<file path="src/hw/rtl/cdpg_pkg.sv">
// Shared types, codes and widths for the command driven pulse generator.
`timescale 1ns / 1ps
`default_nettype none
package cdpg_pkg;

	localparam int OP_W     = 2;
	localparam int BYTE_W   = 8;
	localparam int LEVEL_W  = 18;
	localparam int ELAP_W   = 15;
	localparam int LIMIT_W  = 16;
	localparam int SCALE_W  = 10;

	localparam int TICKS_PER_SECOND_DEF = 100;

	localparam logic [SCALE_W-1:0] AMP_GAIN   = SCALE_W'(562);
	localparam logic [LEVEL_W-1:0] AMP_OFFSET = LEVEL_W'(259);

	localparam logic [BYTE_W-1:0] CH_DOLLAR = 8'h24;
	localparam logic [BYTE_W-1:0] CH_W      = 8'h57;
	localparam logic [BYTE_W-1:0] CH_L      = 8'h4C;
	localparam logic [BYTE_W-1:0] CH_H      = 8'h48;
	localparam logic [BYTE_W-1:0] CH_C      = 8'h43;
	localparam logic [BYTE_W-1:0] CH_T      = 8'h54;
	localparam logic [BYTE_W-1:0] CH_S      = 8'h53;

	typedef enum logic [OP_W-1:0] {
		OP_BYTE  = 2'd0,
		OP_US    = 2'd1,
		OP_CENTI = 2'd2,
		OP_NONE  = 2'd3
	} op_t;

	typedef enum logic [2:0] {
		PM_IDLE   = 3'd0,
		PM_LETTER = 3'd1,
		PM_W      = 3'd2,
		PM_L      = 3'd3,
		PM_H      = 3'd4,
		PM_T      = 3'd5
	} parse_t;

	typedef struct packed {
		logic               run;
		logic               timed;
		logic               restart;
		logic               tick_us;
		logic [BYTE_W-1:0]  low_time;
		logic [BYTE_W-1:0]  high_time;
		logic [LEVEL_W-1:0] amplitude;
	} ctrl_t;

endpackage
`default_nettype wire

</file>
<file path="src/hw/rtl/cdpg_ctrl.sv">
// Command parser, run control, settings and single-run timer.
`timescale 1ns / 1ps
`default_nettype none
module cdpg_ctrl #(
	parameter int TICKS_PER_SECOND = cdpg_pkg::TICKS_PER_SECOND_DEF
) (
	input  wire logic                        clk,
	input  wire logic                        arst_n,
	input  wire logic                        en,
	input  wire logic [cdpg_pkg::OP_W-1:0]   op,
	input  wire logic [cdpg_pkg::BYTE_W-1:0] rx_byte,
	output cdpg_pkg::ctrl_t                  ctrl
);
	import cdpg_pkg::*;

	parse_t               parse_q, parse_d;
	logic                 run_q, run_d, timed_q, timed_d, restart;
	logic [BYTE_W-1:0]    width_q, width_d, low_q, low_d, high_q, high_d, secs_q, secs_d;
	logic [LEVEL_W-1:0]   amp_q, amp_d, scaled;
	logic [ELAP_W-1:0]    elap_q, elap_d, elap_inc;
	logic [LIMIT_W-1:0]   limit;

	assign scaled   = LEVEL_W'(AMP_GAIN) * LEVEL_W'(width_q);
	assign limit    = LIMIT_W'(TICKS_PER_SECOND) * LIMIT_W'(secs_q);
	assign elap_inc = elap_q + ELAP_W'(1);

	always_comb begin
		parse_d = parse_q;
		run_d   = run_q;
		timed_d = timed_q;
		width_d = width_q;
		low_d   = low_q;
		high_d  = high_q;
		secs_d  = secs_q;
		amp_d   = amp_q;
		elap_d  = elap_q;
		restart = 1'b0;
		case (op_t'(op))
			OP_BYTE: begin
				case (parse_q)
					PM_LETTER: begin
						if (rx_byte == CH_W) begin
							parse_d = PM_W;
						end else if (rx_byte == CH_L) begin
							parse_d = PM_L;
						end else if (rx_byte == CH_H) begin
							parse_d = PM_H;
						end else if (rx_byte == CH_T) begin
							parse_d = PM_T;
						end else if (rx_byte == CH_C) begin
							timed_d = 1'b0;
							restart = 1'b1;
							parse_d = PM_IDLE;
						end else if (rx_byte == CH_S) begin
							run_d   = 1'b0;
							parse_d = PM_IDLE;
						end
					end
					PM_W: begin
						width_d = rx_byte;
						parse_d = PM_IDLE;
					end
					PM_L: begin
						low_d   = rx_byte;
						parse_d = PM_IDLE;
					end
					PM_H: begin
						high_d  = rx_byte;
						parse_d = PM_IDLE;
					end
					PM_T: begin
						secs_d  = rx_byte;
						timed_d = 1'b1;
						restart = 1'b1;
						parse_d = PM_IDLE;
					end
					default: begin
						parse_d = (rx_byte == CH_DOLLAR) ? PM_LETTER : PM_IDLE;
					end
				endcase
			end
			OP_CENTI: begin
				if (run_q && timed_q) begin
					if (LIMIT_W'(elap_inc) >= limit) begin
						run_d  = 1'b0;
						elap_d = '0;
					end else begin
						elap_d = elap_inc;
					end
				end
			end
			default: begin
			end
		endcase
		if (restart) begin
			amp_d  = (scaled > AMP_OFFSET) ? (scaled - AMP_OFFSET) : '0;
			run_d  = 1'b1;
			elap_d = '0;
		end
	end

	always_comb begin
		ctrl.run       = run_d;
		ctrl.timed     = timed_d;
		ctrl.restart   = restart;
		ctrl.tick_us   = (op_t'(op) == OP_US) && run_q;
		ctrl.low_time  = low_d;
		ctrl.high_time = high_d;
		ctrl.amplitude = amp_d;
	end

	always_ff @(posedge clk or negedge arst_n) begin
		if (!arst_n) begin
			parse_q <= PM_IDLE;
			run_q   <= 1'b0;
			timed_q <= 1'b0;
			width_q <= '0;
			low_q   <= '0;
			high_q  <= '0;
			secs_q  <= '0;
			amp_q   <= '0;
			elap_q  <= '0;
		end else if (en) begin
			parse_q <= parse_d;
			run_q   <= run_d;
			timed_q <= timed_d;
			width_q <= width_d;
			low_q   <= low_d;
			high_q  <= high_d;
			secs_q  <= secs_d;
			amp_q   <= amp_d;
			elap_q  <= elap_d;
		end
	end

endmodule
`default_nettype wire

</file>
<file path="src/hw/rtl/cdpg_phase.sv">
// High/low phase counter and output level select.
`timescale 1ns / 1ps
`default_nettype none
module cdpg_phase (
	input  wire logic                          clk,
	input  wire logic                          arst_n,
	input  wire logic                          en,
	input  wire cdpg_pkg::ctrl_t               ctrl,
	output logic [cdpg_pkg::LEVEL_W-1:0]       level
);
	import cdpg_pkg::*;

	logic              low_q, low_d;
	logic [BYTE_W-1:0] cnt_q, cnt_d, cnt_inc, len;

	assign cnt_inc = cnt_q + BYTE_W'(1);
	assign len     = low_q ? ctrl.low_time : ctrl.high_time;

	always_comb begin
		low_d = low_q;
		cnt_d = cnt_q;
		if (ctrl.restart) begin
			low_d = 1'b0;
			cnt_d = '0;
		end else if (ctrl.tick_us) begin
			if (cnt_inc >= len) begin
				cnt_d = '0;
				low_d = low_q ? 1'b0 : (ctrl.low_time != '0);
			end else begin
				cnt_d = cnt_inc;
			end
		end
	end

	assign level = (ctrl.run && !(low_d && ctrl.low_time != '0)) ? ctrl.amplitude : '0;

	always_ff @(posedge clk or negedge arst_n) begin
		if (!arst_n) begin
			low_q <= 1'b0;
			cnt_q <= '0;
		end else if (en) begin
			low_q <= low_d;
			cnt_q <= cnt_d;
		end
	end

endmodule
`default_nettype wire

</file>
<file path="src/hw/rtl/command_driven_pulse_generator_top.sv">
// Top level: input register, control and phase logic, result register.
//
//  channel | signals                               | direction
//  in      | in_valid, in_ready, op, rx_byte       | into block
//  out     | out_valid, out_ready, drive_level,    | out of block
//          | running, single_run                   |
//
// One result per transaction; each passes through the input register and then the result register.
// One transaction per cycle sustained while out_ready is high; the state update between the input
// register and the result register sets the rate.
// Reset: stopped, parser idle, all settings and counters zero.
// A stalled output holds the input register; in_ready drops only when both are full
// and out_ready is low.
`timescale 1ns / 1ps
`default_nettype none
module command_driven_pulse_generator_top #(
	parameter int TICKS_PER_SECOND = cdpg_pkg::TICKS_PER_SECOND_DEF
) (
	input  wire logic                         clk,
	input  wire logic                         arst_n,
	input  wire logic                         in_valid,
	output logic                              in_ready,
	input  wire logic [cdpg_pkg::OP_W-1:0]    op,
	input  wire logic [cdpg_pkg::BYTE_W-1:0]  rx_byte,
	output logic                              out_valid,
	input  wire logic                         out_ready,
	output logic [cdpg_pkg::LEVEL_W-1:0]      drive_level,
	output logic                              running,
	output logic                              single_run
);
	import cdpg_pkg::*;

	logic               valid_s1, adv;
	logic [OP_W-1:0]    op_s1;
	logic [BYTE_W-1:0]  byte_s1;
	ctrl_t              ctrl;
	logic [LEVEL_W-1:0] level;
	logic               out_valid_q, running_q, single_q;
	logic [LEVEL_W-1:0] level_q;

	assign adv      = valid_s1 && (!out_valid_q || out_ready);
	assign in_ready = !valid_s1 || adv;

	always_ff @(posedge clk or negedge arst_n) begin
		if (!arst_n) begin
			valid_s1 <= 1'b0;
		end else if (in_ready) begin
			valid_s1 <= in_valid;
		end
	end

	always_ff @(posedge clk) begin
		if (in_ready && in_valid) begin
			op_s1   <= op;
			byte_s1 <= rx_byte;
		end
	end

	cdpg_ctrl #(
		.TICKS_PER_SECOND(TICKS_PER_SECOND)
	) u_ctrl (
		.clk    (clk),
		.arst_n (arst_n),
		.en     (adv),
		.op     (op_s1),
		.rx_byte(byte_s1),
		.ctrl   (ctrl)
	);

	cdpg_phase u_phase (
		.clk   (clk),
		.arst_n(arst_n),
		.en    (adv),
		.ctrl  (ctrl),
		.level (level)
	);

	always_ff @(posedge clk or negedge arst_n) begin
		if (!arst_n) begin
			out_valid_q <= 1'b0;
		end else if (adv) begin
			out_valid_q <= 1'b1;
		end else if (out_ready) begin
			out_valid_q <= 1'b0;
		end
	end

	always_ff @(posedge clk) begin
		if (adv) begin
			level_q   <= level;
			running_q <= ctrl.run;
			single_q  <= ctrl.timed;
		end
	end

	assign out_valid   = out_valid_q;
	assign drive_level = level_q;
	assign running     = running_q;
	assign single_run  = single_q;

	a_stopped_zero: assert property (@(posedge clk) disable iff (!arst_n)
		out_valid_q && !running_q |-> level_q == '0)
		else $error("drive level nonzero while stopped");

	a_adv_fills: assert property (@(posedge clk) disable iff (!arst_n)
		adv |=> out_valid_q)
		else $error("processed transaction did not reach output");

	a_hold_s1: assert property (@(posedge clk) disable iff (!arst_n)
		valid_s1 && !adv |=> valid_s1 && $stable(op_s1) && $stable(byte_s1))
		else $error("input register lost a stalled transaction");

	a_level_max: assert property (@(posedge clk) disable iff (!arst_n)
		out_valid_q |-> level_q <= LEVEL_W'(143051))
		else $error("drive level out of range");

endmodule
`default_nettype wire
</file>
<file path="config.mk">
export PLATFORM = sky130hd
export DESIGN_NAME = command_driven_pulse_generator_top
export DESIGN_NICKNAME = d
export VERILOG_FILES = /design/src/hw/rtl/cdpg_pkg.sv /design/src/hw/rtl/cdpg_ctrl.sv /design/src/hw/rtl/cdpg_phase.sv /design/src/hw/rtl/command_driven_pulse_generator_top.sv
export SDC_FILE = /design/constraint.sdc
export NUM_CORES = 1
export LEC_CHECK = 0
export ABC_AREA = 1
export BUFFER_PORTS_ARGS = -buffer_cell sky130_fd_sc_hd__buf_2
export CAP_MARGIN = 15
export CORE_ASPECT_RATIO = 1.75
export CORE_MARGIN = 1.5
export CORE_UTILIZATION = 36
export CTS_BUF_LIST = sky130_fd_sc_hd__clkbuf_2 sky130_fd_sc_hd__clkbuf_4 sky130_fd_sc_hd__clkbuf_8
export DETAILED_ROUTE_END_ITERATION = 10
export MAX_ROUTING_LAYER = met4
export PLACE_DENSITY_LB_ADDON = 0.08
export SLEW_MARGIN = 10
export SYNTH_ARGS = -nofsm -noshare
export SYNTH_HDL_FRONTEND = slang
export SYNTH_HIERARCHICAL = 1
export SYNTH_SLANG_ARGS = --single-unit
</file>
<file path="constraint.sdc">
create_clock -name clk -period 4.5 [get_ports clk]
set_input_delay 0.225 -clock clk [delete_from_list [all_inputs] [get_ports clk]]
set_output_delay 0.225 -clock clk [all_outputs]
set_load 0.05 [all_outputs]
</file>
==> out/summary.md <==
- **die area** 23440 um2
- **routed wirelength normalized by instance count** 15.06 um
- **commonest cells after routing, fill and taps aside** sky130_fd_sc_hd__nand2_1, sky130_fd_sc_hd__inv_1, sky130_fd_sc_hd__ha_1, sky130_fd_sc_hd__dfrtp_1, sky130_fd_sc_hd__o21ai_0
- **Antenna Cells** 0
- **Worst Setup Start Kind** register
- **length in cells of the worst reg-to-reg path** 27
- **most common cell after layout, fill and taps aside** sky130_fd_sc_hd__nand2_1
- **CTS buffer count** 9
- **total number of placement rows** 72
- **number of levels in the clock H-tree** 3
- **mux contribution to synthesized area** 0%
- **Crit Path Category** reg -> reg
- **endpoint kind of the worst setup timing path** register
- **Reg2Reg Capture Point** drive_level[12]
- **sum of net half-perimeters after detailed placement** 16060 um
- **global-route wire length before repair** 33800 um
- **worst flop-to-flop path startpoint** u_ctrl/secs_q[4]
- **Mapped Avg Cell Area** 7.923 um2
- **pin count of the biggest net entering global routing** 58
- **worst min-delay path endpoint** valid_s1
- **peak fanout along the critical path** 6
- **per-cell via count in the routed design** 4.736
- **Hold Path Origin** in_valid
- **maximum clock skew at final layout** 0.02374 ns
- **antenna viol nets, final** 0
- **Area Overhead vs Synth** 12.98%
- **number of global-route vias before repair** 6709
- **Data required, critical path** 4.77 ns
- **status** finished, final reports clean
- **latest clock arrival within the worst-skew pair** 0.41 ns
- **area share of and/or/nand/nor cells after synthesis** 25.73%
- **area of the core region** 22070 um2
- **1st-iter DRT viols** 270
- **MaxCap Viol Count** 0
- **synth unique cells** 47
- **cell type of the slowest stage on the worst timing path** sky130_fd_sc_hd__fa_1
- **Cells on Worst Hold Path** 3
- **fraction of the cycle the final worst path needs** 97.63%
- **Final GP Congestion** 0.8768
- **# placed instances** 1353
- **CTS sink count** 111
- **fraction of the mapped netlist area in compound gates** 9.039%
- **post-route core utilization** 41.45%
- **non-filler instance count after layout** 1382
- **Via Count** 6545
- **Yosys reg bits** 111
- **final-report hold violation count** 0
- **largest incremental delay on the critical path** 0.49 ns
- **maximum buffer depth of the clock tree** 2
- **CP Data Arrival Time** 4.67 ns
- **Relative slew margins** 32.74%
- **warning count from the yosys run** 6
- **aggregate global-route resource usage** 19.43%
- **Port Buffers** 35
- **TritonCTS clock tree** built
- **number of endpoints failing setup at the final stage** 0
- **kind of path behind the tightest hold check** in -> reg
- **io pins** 36
- **number of instances in the synthesized netlist** 1022
- **power density of the placed cells** 470.8 nW/um2
- **drt drc** 0
- **cell at the root of the clock tree** sky130_fd_sc_hd__clkbuf_8
- **setup repair after global routing missed its margin** true
- **final WL** 20820 um
- **width of the die** 116.4 um
- **final-stage net count** 1191
- **TritonRoute pass-1 iters** 6
- **synthesized cell area** 8098 um2
- **overall overflow remaining after global route** 0
- **sequential share of the synthesized area** 36.16%
- **net count after synthesis** 1132
- **largest family of logic cells by synthesized area** simple AND/OR/NAND/NOR gates
- **Worst-path clk slew** 0.11 ns
- **Post-Synth XOR/XNOR Area** 4.110%
- **Post-Synth Adder-Cell Area** 15.76%
- **Peak VDD IR** 0.5221 mV
- **shortest period the worst path allows** 4.393 ns
- **cell leakage power** 4.488 nW
- **maximum clock frequency** 0.2276 GHz
- **number of slew-limit violations in the final report** 0
- **measured slew at the worst slew-check pin** 1.005 ns
- **initial core utilization** 36.69%
- **fraction of final layout cells with drive strength greater than 1** 14.36%
- **antenna violations before repair** 0
- **Vert. Die Dim** 201.4 um
- **internal reg-to-reg setup slack** 0.11 ns
==> where the power goes <==
group | internal [mW] | total (mW) | switching (mW)
combinational | 0.728 | 2.45 | 1.72
clock | 0.322 | 0.721 | 0.399
sequential | 1.08 | 1.14 | 0.0577
total | 2.13 | 4.31 | 2.18
==> cells in the mapped netlist (all sizes together) <==
| library cell | instances | area (um2) |
|---|---|---|
| nand3b | 1 | 7.510 |
| nor3b | 1 | 7.510 |
| edfxtp | 30 | 900.9 |
| a21o | 2 | 15.01 |
| xor2 | 33 | 289.0 |
| nor2 | 68 | 300.3 |
| a32oi | 1 | 8.760 |
| buf | 13 | 103.9 |
| nor3 | 13 | 81.33 |
| nand2 | 324 | 1276 |
| xnor2 | 5 | 43.79 |
| inv | 163 | 611.8 |
| a31oi | 2 | 12.51 |
| a21boi | 1 | 7.510 |
| dfrtp | 81 | 2027 |
| nor4 | 2 | 18.77 |
| o211ai | 2 | 15.01 |
| o21ai | 81 | 514.3 |
| clkbuf | 8 | 30.03 |
| fa | 10 | 200.2 |
| nand3 | 50 | 285.3 |
| o21bai | 1 | 7.510 |
| nand4 | 14 | 93.84 |
| o22ai | 4 | 25.02 |
| ha | 86 | 1076 |
| o21a | 1 | 7.510 |
| a21oi | 23 | 118.9 |
| or2 | 2 | 12.51 |
==> worst max-delay path by stage <==
stage / startpoint / to / slack (ns) / cells past startpoint
2_1_floorplan: u_ctrl/secs_q[3] / drive_level[10] / 0.01 / 29
3_3_place_gp: u_ctrl/secs_q[3] / drive_level[2] / -0.17 / 28
3_5_place_dp: u_ctrl/secs_q[3] / drive_level[2] / -0.21 / 28
4_1_cts: u_ctrl/secs_q[3] / drive_level[2] / -0.08 / 28
5_1_grt: u_ctrl/secs_q[4] / drive_level[12] / -0.20 / 28
6_report: u_ctrl/secs_q[4] / drive_level[12] / 0.11 / 27
==> worst max-delay path, delay by kind of cell (launching register included) <==
family                   cells  cell delay, ns
AND/OR/NAND/NOR             10            0.96
XOR/XNOR                     1            0.17
buffers and inverters        5            0.45
AO/OA/AOI/OAI                6            0.74
flip-flops                   1            0.40
adder cells (fa/ha/maj)      5            1.54
==> through the flow <==
step           power (mW)  hold slack (ns)  worst slack (ns)  setup TNS [ns]  instance area [um2]
5_1_grt             4.675         0.006400           -0.2049          -4.311                 9149
3_3_place_gp        3.643           0.2793           -0.1701          -2.869                 8731
6_report            4.307          0.02245            0.1067               0                 9149
2_1_floorplan       2.980         -0.07059           0.01013               0                 8098
4_1_cts             4.386        0.0003055          -0.07889          -1.071                 9077
3_5_place_dp        3.639           0.2795           -0.2119          -3.689                 8731
==> state kept, by name, indices dropped and copies added (netlist names) <==
| register | cells |
|---|---|
| out_valid | 1 |
| valid_s1 | 1 |
| op_s1 | 2 |
| u_ctrl/low_q | 8 |
| running | 1 |
| single_run | 1 |
| u_ctrl/high_q | 8 |
| drive_level | 18 |
| u_ctrl/parse_q | 3 |
| u_phase/low_q | 1 |
| byte_s1 | 8 |
| u_ctrl/width_q | 8 |
| u_ctrl/secs_q | 8 |
| u_ctrl/timed_q | 1 |
| u_phase/cnt_q | 8 |
| u_ctrl/elap_q | 15 |
| u_ctrl/amp_q | 18 |
| u_ctrl/run_q | 1 |
==> kinds of logic (layout without fill, tap and decap cells) <==
family                   Yosys count  in the layout
adder cells (fa/ha/maj)           96             96
AND/OR/NAND/NOR                  475            475
buffers and inverters            184            248
XOR/XNOR                          38             38
flip-flops                       111            111
AO/OA/AOI/OAI                    118            118
==> per-layer routing <==
metal	GRT usage, %	vias to the layer above	wire length (um)
met5	-	-	0
met4	8.667	0	745
met1	19.06	3047	7711
met2	37.10	85	12010
li1	-	3370	-
met3	2.108	43	352
==> what timing repair did <==
| item | in CTS | in global routing |
|---|---|---|
| endpoints found under the setup margin | 20 | 35 |
| setup buffers | 2 | 1 |
| hold buffers | 7 | 2 |
| hold endpoints to repair | 48 | 2 |
| gates resized for setup | 6 | 6 |
| pin swaps | 2 | 16 |
| gates cloned | 0 | 1 |
==> cell type report <==
type / instances / area (um2)
sequential: 111 / 2928
multi-input combinational: 727 / 4483
tap: 296 / 370.4
inverter: 163 / 611.8
fill: 2278 / 12920
clock inverter: 7 / 105.1
timing repair buffer: 69 / 526.8
clock buffer: 9 / 123.9
No activity file was read; power rests on OpenSTA's default activity.
